[src/hw/rtl/assert_macros.svh]
// Assertion macros shared by the RTL.
`ifndef ASSERT_MACROS_SVH
`define ASSERT_MACROS_SVH
`ifndef SYNTH
`define ASSERT_ALWAYS(lbl, clk, rst_n, expr, msg) \
  lbl: assert property (@(posedge clk) disable iff (!rst_n) (expr)) else $error(msg);
`define ASSERT_IMPLY(lbl, clk, rst_n, ante, cons, msg) \
  lbl: assert property (@(posedge clk) disable iff (!rst_n) (ante) |-> (cons)) else $error(msg);
`else
`define ASSERT_ALWAYS(lbl, clk, rst_n, expr, msg)
`define ASSERT_IMPLY(lbl, clk, rst_n, ante, cons, msg)
`endif
`endif

[src/hw/rtl/sip_pkg.sv]
`default_nettype none
package sip_pkg;
  localparam int OUT_BITS = 24;
  localparam int QDEPTH = 8;
  localparam int FRONT_LAT = 5;
  localparam int DIV_LAT = OUT_BITS + 3;

  typedef struct packed {
    logic empty;
    logic full;
  } sip_qstat_t;
endpackage
`default_nettype wire

[src/hw/rtl/sip_fifo.sv]
`default_nettype none
module sip_fifo #(
  parameter int W = 8
) (
  input  wire logic              clk,
  input  wire logic              rst_n,
  input  wire logic              push,
  input  wire logic [W-1:0]      wr_data,
  input  wire logic              pop,
  output logic [W-1:0]           rd_data,
  output sip_pkg::sip_qstat_t    stat
);
  import sip_pkg::*;

  localparam int AW = $clog2(QDEPTH);
  localparam int LW = $clog2(QDEPTH + 1);

  logic [W-1:0]  mem_r [QDEPTH];
  logic [AW-1:0] wr_ptr_r, rd_ptr_r;
  logic [LW-1:0] level_r;

  always_ff @(posedge clk) begin
    if (push) begin
      mem_r[wr_ptr_r] <= wr_data;
    end
  end

  always_ff @(posedge clk) begin
    if (!rst_n) begin
      wr_ptr_r <= '0;
      rd_ptr_r <= '0;
      level_r  <= '0;
    end else begin
      if (push) begin
        wr_ptr_r <= AW'(wr_ptr_r + 1'b1);
      end
      if (pop) begin
        rd_ptr_r <= AW'(rd_ptr_r + 1'b1);
      end
      if (push && !pop) begin
        level_r <= LW'(level_r + 1'b1);
      end else if (pop && !push) begin
        level_r <= LW'(level_r - 1'b1);
      end
    end
  end

  assign rd_data    = mem_r[rd_ptr_r];
  assign stat.empty = (level_r == '0);
  assign stat.full  = (level_r == LW'(QDEPTH));
endmodule
`default_nettype wire

[config.mk]
export PLATFORM = sky130hd
export DESIGN_NAME = sip_fifo
export DESIGN_NICKNAME = d
export VERILOG_FILES = /design/src/hw/rtl/assert_macros.svh /design/src/hw/rtl/sip_pkg.sv /design/src/hw/rtl/sip_fifo.sv
export SDC_FILE = /design/constraint.sdc
export NUM_CORES = 1
export LEC_CHECK = 0
export ABC_AREA = 1
export BUFFER_PORTS_ARGS = -buffer_cell sky130_fd_sc_hd__buf_2
export CORE_AREA = 5 5 72 107
export CTS_CLUSTER_DIAMETER = 40
export CTS_CLUSTER_SIZE = 14
export DETAILED_ROUTE_END_ITERATION = 10
export DIE_AREA = 0 0 77 112
export GPL_TIMING_DRIVEN = 0
export PLACE_DENSITY = 0.67
export RECOVER_POWER = 50
export SKIP_CTS_REPAIR_TIMING = 1
export SYNTH_ARGS = -nofsm -noshare
export SYNTH_HDL_FRONTEND = slang
export SYNTH_SLANG_ARGS = --single-unit
[constraint.sdc]
create_clock -name clk -period 1.8 [get_ports clk]
set_clock_uncertainty 0.05 [all_clocks]
set_input_delay 0.27 -clock clk [delete_from_list [all_inputs] [get_ports clk]]
set_output_delay 0.27 -clock clk [all_outputs]
set_load 0.05 [all_outputs]
### Word-level counts from Yosys, hierarchy flattened

Memory sizes are Yosys's and may differ from the RTL's. A register that Yosys moved wholly into a read port is not among the register bits.
Cells that the tools add are included.

| word-level totals | value |
|---|---|
| memories | 1 |
| register bits after elaboration | 10 |
| RAM bits | 64 |
| output and inout bits | 10 |

| cells by class | value |
|---|---|
| add/sub/neg operators | 4 |
| reduce and logical (&&, ||, !) cells | 6 |
| equal/unequal tests | 1 |
| multiplexer cells | 6 |

Memory list:

| name | words | bits a word | rd ports | clocked after Yosys merged registers in | wr ports | line | source |
|---|---|---|---|---|---|---|---|
| mem_r | 8 | 8 | 1 | 1 | 1 | sip_fifo.sv:18 | `logic [W-1:0] mem_r [QDEPTH];` |

Operator list:

| operator | count |
|---|---|
| $mux W4 | 2 |
| $add A3 B1 Y3 const B | 2 |
| $mux W3 | 2 |
| $add A4 B1 Y4 const B | 1 |
| $eq A4 B4 Y1 const B | 1 |
| $logic_not A4 Y1 | 1 |
| $sub A4 B1 Y4 const B | 1 |
| $logic_and A1 B1 Y1 | 2 |
| $logic_not A1 Y1 | 2 |
| $mux W1 | 2 |
| $reduce_bool A2 Y1 | 1 |

### Logic depth before layout (Yosys ltp)

| depth | value |
|---|---|
| depth in word-level cells | 4 |
| depth in mapped cells | 11 |
| mapped depth without buffers | 11 |

### Worst setup path after synthesis

Ideal clock, no wire load.

| timing path | value |
|---|---|
| kind | flip-flop to output port |
| from | register level_r[1] |
| to | output stat[0] in the netlist's numbering |
| stages on the path, launching flop included | 3 |
| path buffers | 0 |
| arrival | 1.680 ns |
| setup slack | -0.200 ns |
| cell sequence | dfxtp_1 or2_2 nor3_1 |

RTL lines:

| item | line | source |
|---|---|---|
| start: declaration | sip_fifo.sv:20 | `logic [LW-1:0] level_r;` |
| start signal: assignment | sip_fifo.sv:41 | `level_r <= LW'(level_r + 1'b1);` |
| start signal: assignment | sip_fifo.sv:43 | `level_r <= LW'(level_r - 1'b1);` |
| end: declaration | sip_fifo.sv:11 | `output sip_pkg::sip_qstat_t stat` |

==> results.py <==
metrics = {
    "global_route": {
        "groute.usage.overall_pct": 15.2,
        "grt_antenna_before_repair": 0,
        "grt_start_max_net_pins": 13,
        "overflow": 0,
        "grt_pass1_wl_mm": 9.79,
        "grt_pass1_vias": 2016,
    },
    "hold_path": {
        "hold_path_class": "in -> reg",
        "hold-path-cell-count": 3,
        "worstHoldEndpoint": "wr_ptr_r[2]$_SDFFE_PN0P_",
        "hp-start": "rst_n",
    },
    "synth": {
        "syn-instance-count": 300,
        "ys_seq_area_share_pct": 67.4,
        "synth.area.top_cells": "edfxtp_1 59%, nor2_1 9.6%, dfxtp_1 8.0%",
        "avgSynthCellArea_um2": 10.8,
        "ys_types": 20,
        "yosysWarnings": 0,
        "syn_area_um2": 3240,
        "yosysTopAreaCellShare_pct": 59.4,
        "syn_nets": 318,
        "ys_ff_latch": 77,
        "synth.largest_area_cell": "edfxtp_1",
    },
    "timing": {
        "period_share_pct": 103,
        "period_minus_slack_ns": 1.85,
        "setup_violations": 8,
        "fmax_mhz": 540,
        "worst_pin_slew_ns": 0.862,
        "drv_slew": 0,
        "setup_ws_ns": -0.0521,
        "finalHoldViolations": 0,
        "rsz0062_at_grt": "yes",
        "max_slew_margin_pct": 42.3,
    },
    "pwr": {
        "p_total_uw": 3960,
        "combPwrFrac_pct": 18.9,
        "vdd_drop_max_v": 0.000507,
        "pwr-share-seq_pct": 51.1,
        "power.switching_uw": 1060,
        "power_density_nw_per_um2": 1040,
        "clkPwrFrac_pct": 30.0,
        "p_int_uw": 2900,
        "p_leak_uw": 0.00146,
        "p_sw_share_pct": 26.8,
    },
    "flow_run": {
        "maxCapViolations": 0,
    },
    "setup_path": {
        "cp_top_family": "buffers and inverters",
        "r2r_cells": 3,
        "path_cells": "buf_8 > buf_8 > nor2_2 > nor2_1 > o21ai_2 > nand2_1 > nand2_1 > nand2_1 > buf_6",
        "r2r_end": "mem_r[5][2]$_DFFE_PP_",
        "r2r-start": "wr_ptr_r[1]$_SDFFE_PN0P_",
        "crit_fanout": 10,
        "cp_common_cell": "nand2_1",
        "crit_type": "reg -> out",
        "r2r_slack_ns": 0.19,
        "startpoint_type": "flip-flop",
        "cp.required_ns": 1.48,
        "cp_data_arrival_time_ns": 1.53,
        "slowest_delay_ns": 0.33,
        "cp_slowest_cell": "dfxtp_2",
        "endpoint_kind": "output port",
        "critPathBufInv": 3,
    },
    "floorplan": {
        "die_h_um": 112,
        "die_area_um2": 8620,
        "boundaryPins": 22,
        "coreArea_um2": 6710,
        "rows": 37,
        "initial_core_util_pct": 48.2,
        "die_w_um": 77,
    },
    "routing": {
        "drt_iter0_markers": 173,
        "vias": 2097,
        "top_layer_used": "met4",
        "route.met2.wl_mm": 3.33,
        "drc": 0,
        "totalWireLength_mm": 6.24,
        "wl_met3_um": 260,
        "viasPerCell": 5.00,
        "ant_nets": 0,
        "wl_per_cell_um": 14.9,
        "met1_length_mm": 2.40,
        "firstDrtPassIters": 4,
    },
    "clock_tree": {
        "htreeDepth": 3,
        "clockBufferDepth": 2,
        "cts_tree": "done",
        "clock-sinks": 77,
        "numCtsBuffers": 9,
        "clock_latency_ns": 0.34,
        "path_clk_slew_ns": 0.07,
        "root_buffer": "clkbuf_8",
    },
    "run_status": {
        "violations": "setup timing",
        "status": "finished with violations",
    },
    "finish": {
        "nets": 354,
        "area_delta_synth_final_pct": 17.5,
        "fillCellCount": 558,
        "final_cell_mix": "67 x nor2_1, 64 x edfxtp_1, 56 x nand2_1",
        "register_area_um2": 2180,
        "multiInputGateArea_um2": 950,
        "drive_gt1_share_pct": 19.6,
        "antenna_cells": 0,
        "final_common_cell": "nor2_1",
    },
    "placed_design": {
        "routabilityCongestion": 0.779,
        "numPortBuffers": 21,
        "dpl.hpwl_mm": 4.33,
        "post-place-ws_ns": -0.0675,
    },
}
[layout make-up]
type | count | area share, %
clock buffer | 11 | 3.46
clock inverter | 5 | 1.35
sequential | 77 | 57.5
multi-input combinational | 198 | 25.0
tap | 78 | 2.57
buffer | 11 | 3.55
timing repair buffer | 25 | 5.17
inverter | 14 | 1.45
[sequential cells by signal, summed over array words and instances (netlist names), named ones only]
name	cells
wr_ptr_r	3
mem_r	64
level_r	4
rd_ptr_r	3
[worst min-delay path, cell delays in order]
cell	delay [ns]
buf_2	0.13
o21ai_0	0.07
a21oi_1	0.04
[cells in the mapped netlist (all sizes together)]
| cell | number |
|---|---|
| buf | 11 |
| xor2 | 2 |
| dfxtp | 13 |
| fa | 1 |
| a21oi | 5 |
| ha | 5 |
| or2 | 3 |
| nor2 | 83 |
| nand2 | 56 |
| nor3 | 2 |
| edfxtp | 64 |
| xnor2 | 1 |
| o21ai | 37 |
| inv | 14 |
| nand3 | 3 |
[power groups by stage]
stage	clock network, uW	registers [uW]	logic (uW)
finish	1190	2020	748
global route	1300	2030	822
floorplan	0	2050	488
global placement	0	2060	637
detailed placement	0	2060	650
CTS	1220	2020	651
[worst max-delay path by stage]
stage,end,slack [ns],cells past startpoint
3_3_place_gp,mem_r[4][7]$_DFFE_PP_,-0.04,4
3_5_place_dp,mem_r[4][2]$_DFFE_PP_,-0.07,4
6_report,rd_data[1],-0.05,9
4_1_cts,rd_data[4],-0.19,9
5_1_grt,rd_data[4],-0.15,9
2_1_floorplan,stat[0],-0.20,2
[metrics by stage]
stage	utilization [%]	hold WS, ns	area, um^2	std cells	setup TNS, ns
after floorplan	-	0.319	3240	300	-0.401
after global placement	51.2	0.430	3440	399	-0.365
after detailed placement	51.2	0.444	3440	399	-1.37
after CTS	53.9	0.116	3620	415	-1.40
after global routing	56.6	0.162	3800	419	-1.08
final	56.6	0.163	3800	419	-0.283
[routing by layer]
| metal | vias up | GRT usage (%) |
|---|---|---|
| li1 | 1072 | - |
| met1 | 960 | 16.4 |
| met2 | 45 | 26.4 |
| met3 | 20 | 3.96 |
| met4 | 0 | 9.06 |
| met5 | - | 0 |
[cell families after synthesis]
kind of cell | Yosys count | synth area share, %
adders and majority gates | 6 | 2.55
AOI/OAI and AO/OA | 42 | 6.50
buffers and inverters | 25 | 5.22
DFF | 77 | 67.4
and+or+nand+nor | 147 | 17.5
xor gates and xnor gates | 3 | 0.812
No activity file was read; power rests on OpenSTA's default activity.
