==> src/hw/rtl/assert_macros.svh <==
// Assertion macros shared by the RTL.
`ifndef ASSERT_MACROS_SVH
`define ASSERT_MACROS_SVH
`ifndef SYNTH
`define ASSERT_ALWAYS(lbl, clk, rst_n, expr, msg) \
  lbl: assert property (@(posedge clk) disable iff (!rst_n) (expr)) else $error(msg);
`define ASSERT_IMPLY(lbl, clk, rst_n, ante, cons, msg) \
  lbl: assert property (@(posedge clk) disable iff (!rst_n) (ante) |-> (cons)) else $error(msg);
`else
`define ASSERT_ALWAYS(lbl, clk, rst_n, expr, msg)
`define ASSERT_IMPLY(lbl, clk, rst_n, ante, cons, msg)
`endif
`endif

==> src/hw/rtl/sip_pkg.sv <==
`default_nettype none
package sip_pkg;
  localparam int OUT_BITS = 24;
  localparam int QDEPTH = 8;
  localparam int FRONT_LAT = 5;
  localparam int DIV_LAT = OUT_BITS + 3;

  typedef struct packed {
    logic empty;
    logic full;
  } sip_qstat_t;
endpackage
`default_nettype wire

==> src/hw/rtl/sip_div.sv <==
`default_nettype none
module sip_div #(
  parameter int NW   = 53,
  parameter int KW   = 35,
  parameter int FRAC = 8
) (
  input  wire logic                            clk,
  input  wire logic                            en,
  input  wire logic signed [NW-1:0]            num,
  input  wire logic signed [KW-1:0]            den,
  output logic signed [sip_pkg::OUT_BITS-1:0]  quo
);
  import sip_pkg::*;

  localparam int XW = NW + FRAC;
  localparam int HW = XW - OUT_BITS;
  localparam int CW = (HW > KW) ? HW : KW;

  logic [XW-1:0]       x0_r;
  logic [KW-1:0]       d0_r;
  logic                neg0_r;

  logic [KW-1:0]       rem_r [OUT_BITS+1];
  logic [OUT_BITS-1:0] lo_r  [OUT_BITS+1];
  logic [OUT_BITS-1:0] q_r   [OUT_BITS+1];
  logic [KW-1:0]       d_r   [OUT_BITS+1];
  logic                neg_r [OUT_BITS+1];
  logic                ovf_r [OUT_BITS+1];

  logic [NW-1:0]       num_mag;
  logic [KW-1:0]       den_mag;
  logic                sat;
  logic signed [OUT_BITS-1:0] quo_r;

  assign num_mag = num[NW-1] ? NW'(-num) : NW'(num);
  assign den_mag = den[KW-1] ? KW'(-den) : KW'(den);

  always_ff @(posedge clk) begin
    if (en) begin
      x0_r   <= XW'(num_mag) << FRAC;
      d0_r   <= den_mag;
      neg0_r <= num[NW-1] ^ den[KW-1];
    end
  end

  always_ff @(posedge clk) begin
    if (en) begin
      ovf_r[0] <= CW'(x0_r[XW-1:OUT_BITS]) >= CW'(d0_r);
      rem_r[0] <= KW'(x0_r[XW-1:OUT_BITS]);
      lo_r[0]  <= x0_r[OUT_BITS-1:0];
      q_r[0]   <= '0;
      d_r[0]   <= d0_r;
      neg_r[0] <= neg0_r;
    end
  end

  for (genvar i = 0; i < OUT_BITS; i++) begin : g_step
    logic [KW:0] trial;
    logic        ge;
    assign trial = {rem_r[i], lo_r[i][OUT_BITS-1]};
    assign ge    = trial >= {1'b0, d_r[i]};
    always_ff @(posedge clk) begin
      if (en) begin
        rem_r[i+1] <= ge ? KW'(trial - {1'b0, d_r[i]}) : KW'(trial);
        lo_r[i+1]  <= lo_r[i] << 1;
        q_r[i+1]   <= {q_r[i][OUT_BITS-2:0], ge};
        d_r[i+1]   <= d_r[i];
        neg_r[i+1] <= neg_r[i];
        ovf_r[i+1] <= ovf_r[i];
      end
    end
  end

  assign sat = ovf_r[OUT_BITS] || q_r[OUT_BITS][OUT_BITS-1];

  always_ff @(posedge clk) begin
    if (en) begin
      if (neg_r[OUT_BITS]) begin
        quo_r <= sat ? {1'b1, {(OUT_BITS-1){1'b0}}} : -$signed(q_r[OUT_BITS]);
      end else begin
        quo_r <= sat ? {1'b0, {(OUT_BITS-1){1'b1}}} : $signed(q_r[OUT_BITS]);
      end
    end
  end

  assign quo = quo_r;
endmodule
`default_nettype wire

==> config.mk <==
export PLATFORM = sky130hd
export DESIGN_NAME = sip_div
export DESIGN_NICKNAME = d
export VERILOG_FILES = /design/src/hw/rtl/assert_macros.svh /design/src/hw/rtl/sip_pkg.sv /design/src/hw/rtl/sip_div.sv
export SDC_FILE = /design/constraint.sdc
export NUM_CORES = 2
export LEC_CHECK = 0
export ABC_CLOCK_PERIOD_IN_PS = 3900
export BUFFER_PORTS_ARGS = -buffer_cell sky130_fd_sc_hd__buf_2
export CAP_MARGIN = 30
export CORE_MARGIN = 2
export CORE_UTILIZATION = 40
export DETAILED_ROUTE_END_ITERATION = 6
export PLACE_DENSITY = 0.57
export SYNTH_ARGS = -nofsm -noshare
export SYNTH_HDL_FRONTEND = slang
export SYNTH_SLANG_ARGS = --single-unit
==> constraint.sdc <==
create_clock -name clk -period 3.9 [get_ports clk]
set_clock_uncertainty 0.1 [all_clocks]
set_input_delay 0 -clock clk [delete_from_list [all_inputs] [get_ports clk]]
set_output_delay 0 -clock clk [all_outputs]
set_load 0.005 [all_outputs]
-- Word-level counts from Yosys, hierarchy flattened
Memory sizes are Yosys's and may differ from the RTL's.
Cells that the tools add are included.
- output and inout port bits: 24
- flip-flop bits (word level): 113
- word-level logic and storage cells: 97
- bits of input ports: 90
- memories: 6
- memory bits (writable): 2975
- memories (memory ; words ; bits a word ; rd ports ; clocked after Yosys merged registers in ; write ports ; RTL line ; source):
    d_r ; 25 ; 35 ; 24 ; 0 ; 25 ; sip_div.sv:26 ; logic [KW-1:0] d_r [OUT_BITS+1];
    rem_r ; 25 ; 35 ; 24 ; 0 ; 25 ; sip_div.sv:23 ; logic [KW-1:0] rem_r [OUT_BITS+1];
    q_r ; 25 ; 24 ; 25 ; 0 ; 25 ; sip_div.sv:25 ; logic [OUT_BITS-1:0] q_r [OUT_BITS+1];
    lo_r ; 25 ; 23 ; 24 ; 0 ; 25 ; sip_div.sv:24 ; logic [OUT_BITS-1:0] lo_r [OUT_BITS+1];
    neg_r ; 25 ; 1 ; 25 ; 0 ; 25 ; sip_div.sv:27 ; logic neg_r [OUT_BITS+1];
    ovf_r ; 25 ; 1 ; 25 ; 0 ; 25 ; sip_div.sv:28 ; logic ovf_r [OUT_BITS+1];
- $lt $le $gt $ge: 25
- reduce and logical (&&, ||, !) cells: 1
- multiplexer cells: 31
- add/sub/neg operators: 27
- bitwise operators: 1
- operator list (cell ; number):
    36-bit by 35-bit greater-or-equal comparator with 1-bit output ; 24
    35-bit 2-to-1 mux ; 24
    35-bit subtractor ; 24
    24-bit 2-to-1 mux ; 3
    53-bit negator ; 1
    52-bit 2-to-1 mux ; 1
    37-bit by 35-bit greater-or-equal comparator with 1-bit output ; 1
    35-bit negator ; 1
    34-bit 2-to-1 mux ; 1
    24-bit negator ; 1
    1-bit 2-to-1 mux ; 2
    1-bit logical OR ; 1
    1-bit XOR ; 1

-- Logic depth before layout (Yosys ltp)
An unclocked memory read counts as a cell.
- depth after elaboration: 4
- mapped depth: 16
- depth with buffers taken out: 15

-- Least setup slack after synthesis
OpenSTA, ideal clock, no wires.
- kind: register to register
- start: mem d_r[9][0] (netlist: d_r[1][35])
- end: mem rem_r[10][30] (netlist: rem_r[1][100]), data pin
- path slack: 0.149 ns
- stages on the path, launching flop included: 15
- arrival time: 3.391 ns
- setup time: 0.260 ns
- period minus slack after synthesis: 3.751 ns
- buffers on the path: 1
- data required time: 3.540 ns
- path through: edfxtp_1 ha_1 fa_1 nand2b_1 a21oi_1 o21ai_0 a21oi_1 a311oi_1 nor2_1 o21ai_1 a21oi_1 nor2_1 o31ai_2 clkbuf_1 mux2_2
- RTL lines (element ; RTL line):
    start, declared ; sip_div.sv:26
    end, declared ; sip_div.sv:23

-- Worst setup path in the final report
- start: in num[1]
- end: reg x0_r[56], data pin
- word-level cells in the longest chain between the ends: 2
- ends and longest elaborated chain (element ; RTL line ; source):
    start, declared ; sip_div.sv:9 ; input wire logic signed [NW-1:0] num,
    53-bit negator ; sip_div.sv:35 ; assign num_mag = num[NW-1] ? NW'(-num) : NW'(num);
    52-bit 2-to-1 mux ; sip_div.sv:35 ;
    via num_mag[48] ; sip_div.sv:30 ; logic [NW-1:0] num_mag;
    end signal, assigned ; sip_div.sv:40 ; x0_r <= XW'(num_mag) << FRAC;
    end, declared ; sip_div.sv:19 ; logic [XW-1:0] x0_r;
The timed path passes the listed nets, and every way through them passes these cells.
A chain may end at the register's enable or synchronous reset.

==> reports/results.ini <==
[synthesis]
synth-main-ff-cell=edfxtp_1
avgSynthCellArea_um2=11.3
ys_types=89
syn_nets=12000
synth_edf_count=2279
ys_warn_count=0
syn_area_um2=124000
ys_ff_latch=2279
syn_inst=11000
seq_area_frac_synth_pct=55.0
async_reset_ff_share_pct=0

[placement]
place_inst=15500
hpwl_um=237000
port_buffers=113
gp_congestion=0.920

[routing]
antenna_left=0
wirelength_um=320000
wl_per_cell_um=19.6
initialDrtViolationCount=7294
via_per_inst=5.30
dr.pass1.iters=6
vias=86400
drcViolationCount=0

[setup_path]
crit_type=in -> reg
cp_data_arrival_time_ns=4.32
start_kind=input port
path_buf_inv=5
worstSetupPathDepth=14
ff2ff_path_depth=15
critPathCaptureType=flop
cp.required_ns=4.42
critPathSlowestCell=or4_1
path_max_fanout=5
slowest_delay_ns=0.67
path_cells=dlygate4sd3_1, buf_2, dlygate4sd3_1, inv_1, ha_1, nand2_1, or4_1, or2_1, nand2b_1, nand2b_1, nand2b_1, o21ai_1, xnor2_1, dlygate4sd3_1
critPathTopFamily=simple AND/OR/NAND/NOR gates

[run_status]
status=finished clean

[cts]
clk_pin_slew_ns=0.06
cts_tree=built
cts.sinks=2279
clk_path_buf_depth=4
clockRootBuffer=clkbuf_16
htree_levels=5
cts_buffers=270
clk_latency_ns=0.88

[finish]
multi_input_area_um2=51500
fill_cells=27800
nets=13000
areaGrowthSynthToFinish_pct=17.9
seqCellArea_um2=68400
drive_above_1_share_pct=12.4
final_cells=16300
post-route-util_pct=47.5

[floorplan]
start_util_pct=40.3
die_w_um=562
die_y_um=562
dieArea_um2=316000
io_pins=114
core_um2=309000
rows=204

[timing]
rsz0062_at_grt=true
relSlewSlack_pct=32.3
finalSetupTns_ns=0
max_freq_mhz=263
tightest_slew_ns=1.02
fin_crit_sh_pct=97.5
setup_viol=0
drv_slew=0
hold_viol=0
min_period_ns=3.80

[run]
drv_cap=0

[worst_hold_path]
min_path_cells=6
hp-class=in -> reg

[power_and_ir_drop]
ir_worst_vdd_mv=0.402
p_leak_uw=0.0599
power_density_nw_per_um2=825

[grt]
grt_pass1_vias=84900
grt_overflow=0
grt_max_degree=183
grt_first_pass_wirelength_um=487000
grt_use_total_pct=19.5
antenna_found_initial=3

==> worst paths after layout <==
path / slack (ns) / to / from
setup / recovery: 0.1 / x0_r[56] / num[1]
hold / removal: 0.11 / x0_r[9] / num[0]
setup reg to reg: 0.1 / rem_r[2][176] / rem_r[2][148]
hold reg to reg: 0.26 / lo_r[0][182] / lo_r[0][158]
==> worst reg2reg max path, cell delays in order (launching register included) <==
cell and delay, ns:
edfxtp_1 0.41, ha_1 0.34, a21o_1 0.20, a21o_1 0.18, a21o_1 0.20, a311o_1 0.40
a2111oi_2 0.23, buf_4 0.19, o41ai_1 0.09, buf_4 0.16, nand3_1 0.07, buf_4 0.13
nand2_1 0.10, a21oi_4 0.21, buf_12 0.19, mux2_2 0.37
==> final cells by class <==
class	instances	share of cell area, %
antenna	13	0.0222
clock buffer	324	4.79
clock inverter	154	1.22
inverter	1114	2.85
multi-input combinational	7315	35.1
sequential	2279	46.6
tap	4120	3.51
timing repair buffer	994	5.86
==> cells in the final DEF (no fill, tap or decap), drive strengths merged, types with 63 or more instances in the layout <==
master / count
edfxtp: 2279
inv: 1129
a21oi: 1117
ha: 877
nor2: 734
buf: 732
nand2: 686
o21ai: 662
xnor2: 496
a21o: 457
clkbuf: 331
xor2: 305
dlygate4sd3: 253
mux2: 230
nand3: 184
nand4: 132
nand2b: 132
o21bai: 127
clkinv: 100
nor2b: 99
nor3: 90
a31oi: 89
and3: 85
o21a: 70
o31ai: 70
a211oi: 63
==> power breakdown <==
part | switching, µW | leakage, µW | internal (µW)
logic | 30300 | 0.0334 | 25200
clock network | 10400 | 0.00429 | 15100
registers | 4180 | 0.0222 | 35800
==> synthesized netlist by cell type, types with 20 or more instances <==
cell type	count	share of area (%)
and3_1	85	0.43
o21ai_0	619	2.5
ha_1	877	8.8
or3_1	44	0.22
a211oi_1	61	0.37
xor2_1	305	2.1
xnor2_1	496	3.5
nor2_1	733	2.2
and2_1	42	0.21
fa_1	23	0.37
nand2_1	686	2.1
nand4_1	132	0.66
edfxtp_1	2279	55
nor4_1	31	0.16
nor3_1	89	0.36
a31oi_1	89	0.45
o21ai_1	43	0.17
o41ai_1	27	0.19
a21boi_0	25	0.15
nor2b_1	99	0.50
or2_2	24	0.12
mux2_2	205	1.9
a211o_1	20	0.14
a21o_1	457	2.8
o211ai_1	36	0.22
nand2b_1	132	0.66
mux2_1	25	0.23
and4_1	20	0.14
nand3_1	183	0.74
clkbuf_1	286	0.86
o21a_1	70	0.42
a21oi_1	1115	4.5
o31ai_1	67	0.40
inv_1	1113	3.4
o22ai_1	21	0.11
o21bai_1	127	0.77
a221oi_1	24	0.17
==> metrics by stage <==
stage	hold WS [ns]	setup WS (ns)	total power, µW	area [µm²]
6_report	0.113	0.0990	121000	147000
5_1_grt	0.0749	-0.0733	129000	147000
4_1_cts	0.0160	-0.0151	120000	146000
3_5_place_dp	0.139	-0.164	93500	134000
3_3_place_gp	0.127	-0.166	93000	134000
2_1_floorplan	-0.00113	0.149	75900	124000
==> what timing repair did <==
item	CTS	global route
setup buffers	2	29
cloned	2	12
gates resized for setup	20	150
endpoints found under the hold margin	1082	0
endpoints found under the setup margin	147	545
pin swaps	3	40
hold buffers	253	0
==> sequential cells by signal (all words and copies together), names as in the netlist <==
name	count
rem_r	840
ovf_r	25
quo	24
d0_r	35
lo_r	136
neg0_r	1
d_r	840
neg_r	25
x0_r	53
q_r	300
==> kinds of logic after synthesis <==
kind of cell / count (synthesis) / synth area share (%)
xor gates and xnor gates: 801 / 5.64
DFF: 2279 / 55.0
AOI/OAI and AO/OA: 2987 / 14.7
adders and majority gates: 900 / 9.19
and+or+nand+nor: 2382 / 9.01
buffers and inverters: 1422 / 4.30
muxes: 243 / 2.19
==> layer usage <==
metal,wire length (µm),part of all wire (%),vias up,track usage (%)
li1,-,-,42300,-
met1,143000,45,41700,25.9
met2,155000,48,1916,33.7
met3,13100,4.1,480,2.04
met4,9350,2.9,0,5.48
met5,0,0,-,0
(Power assumes the default switching activity.)
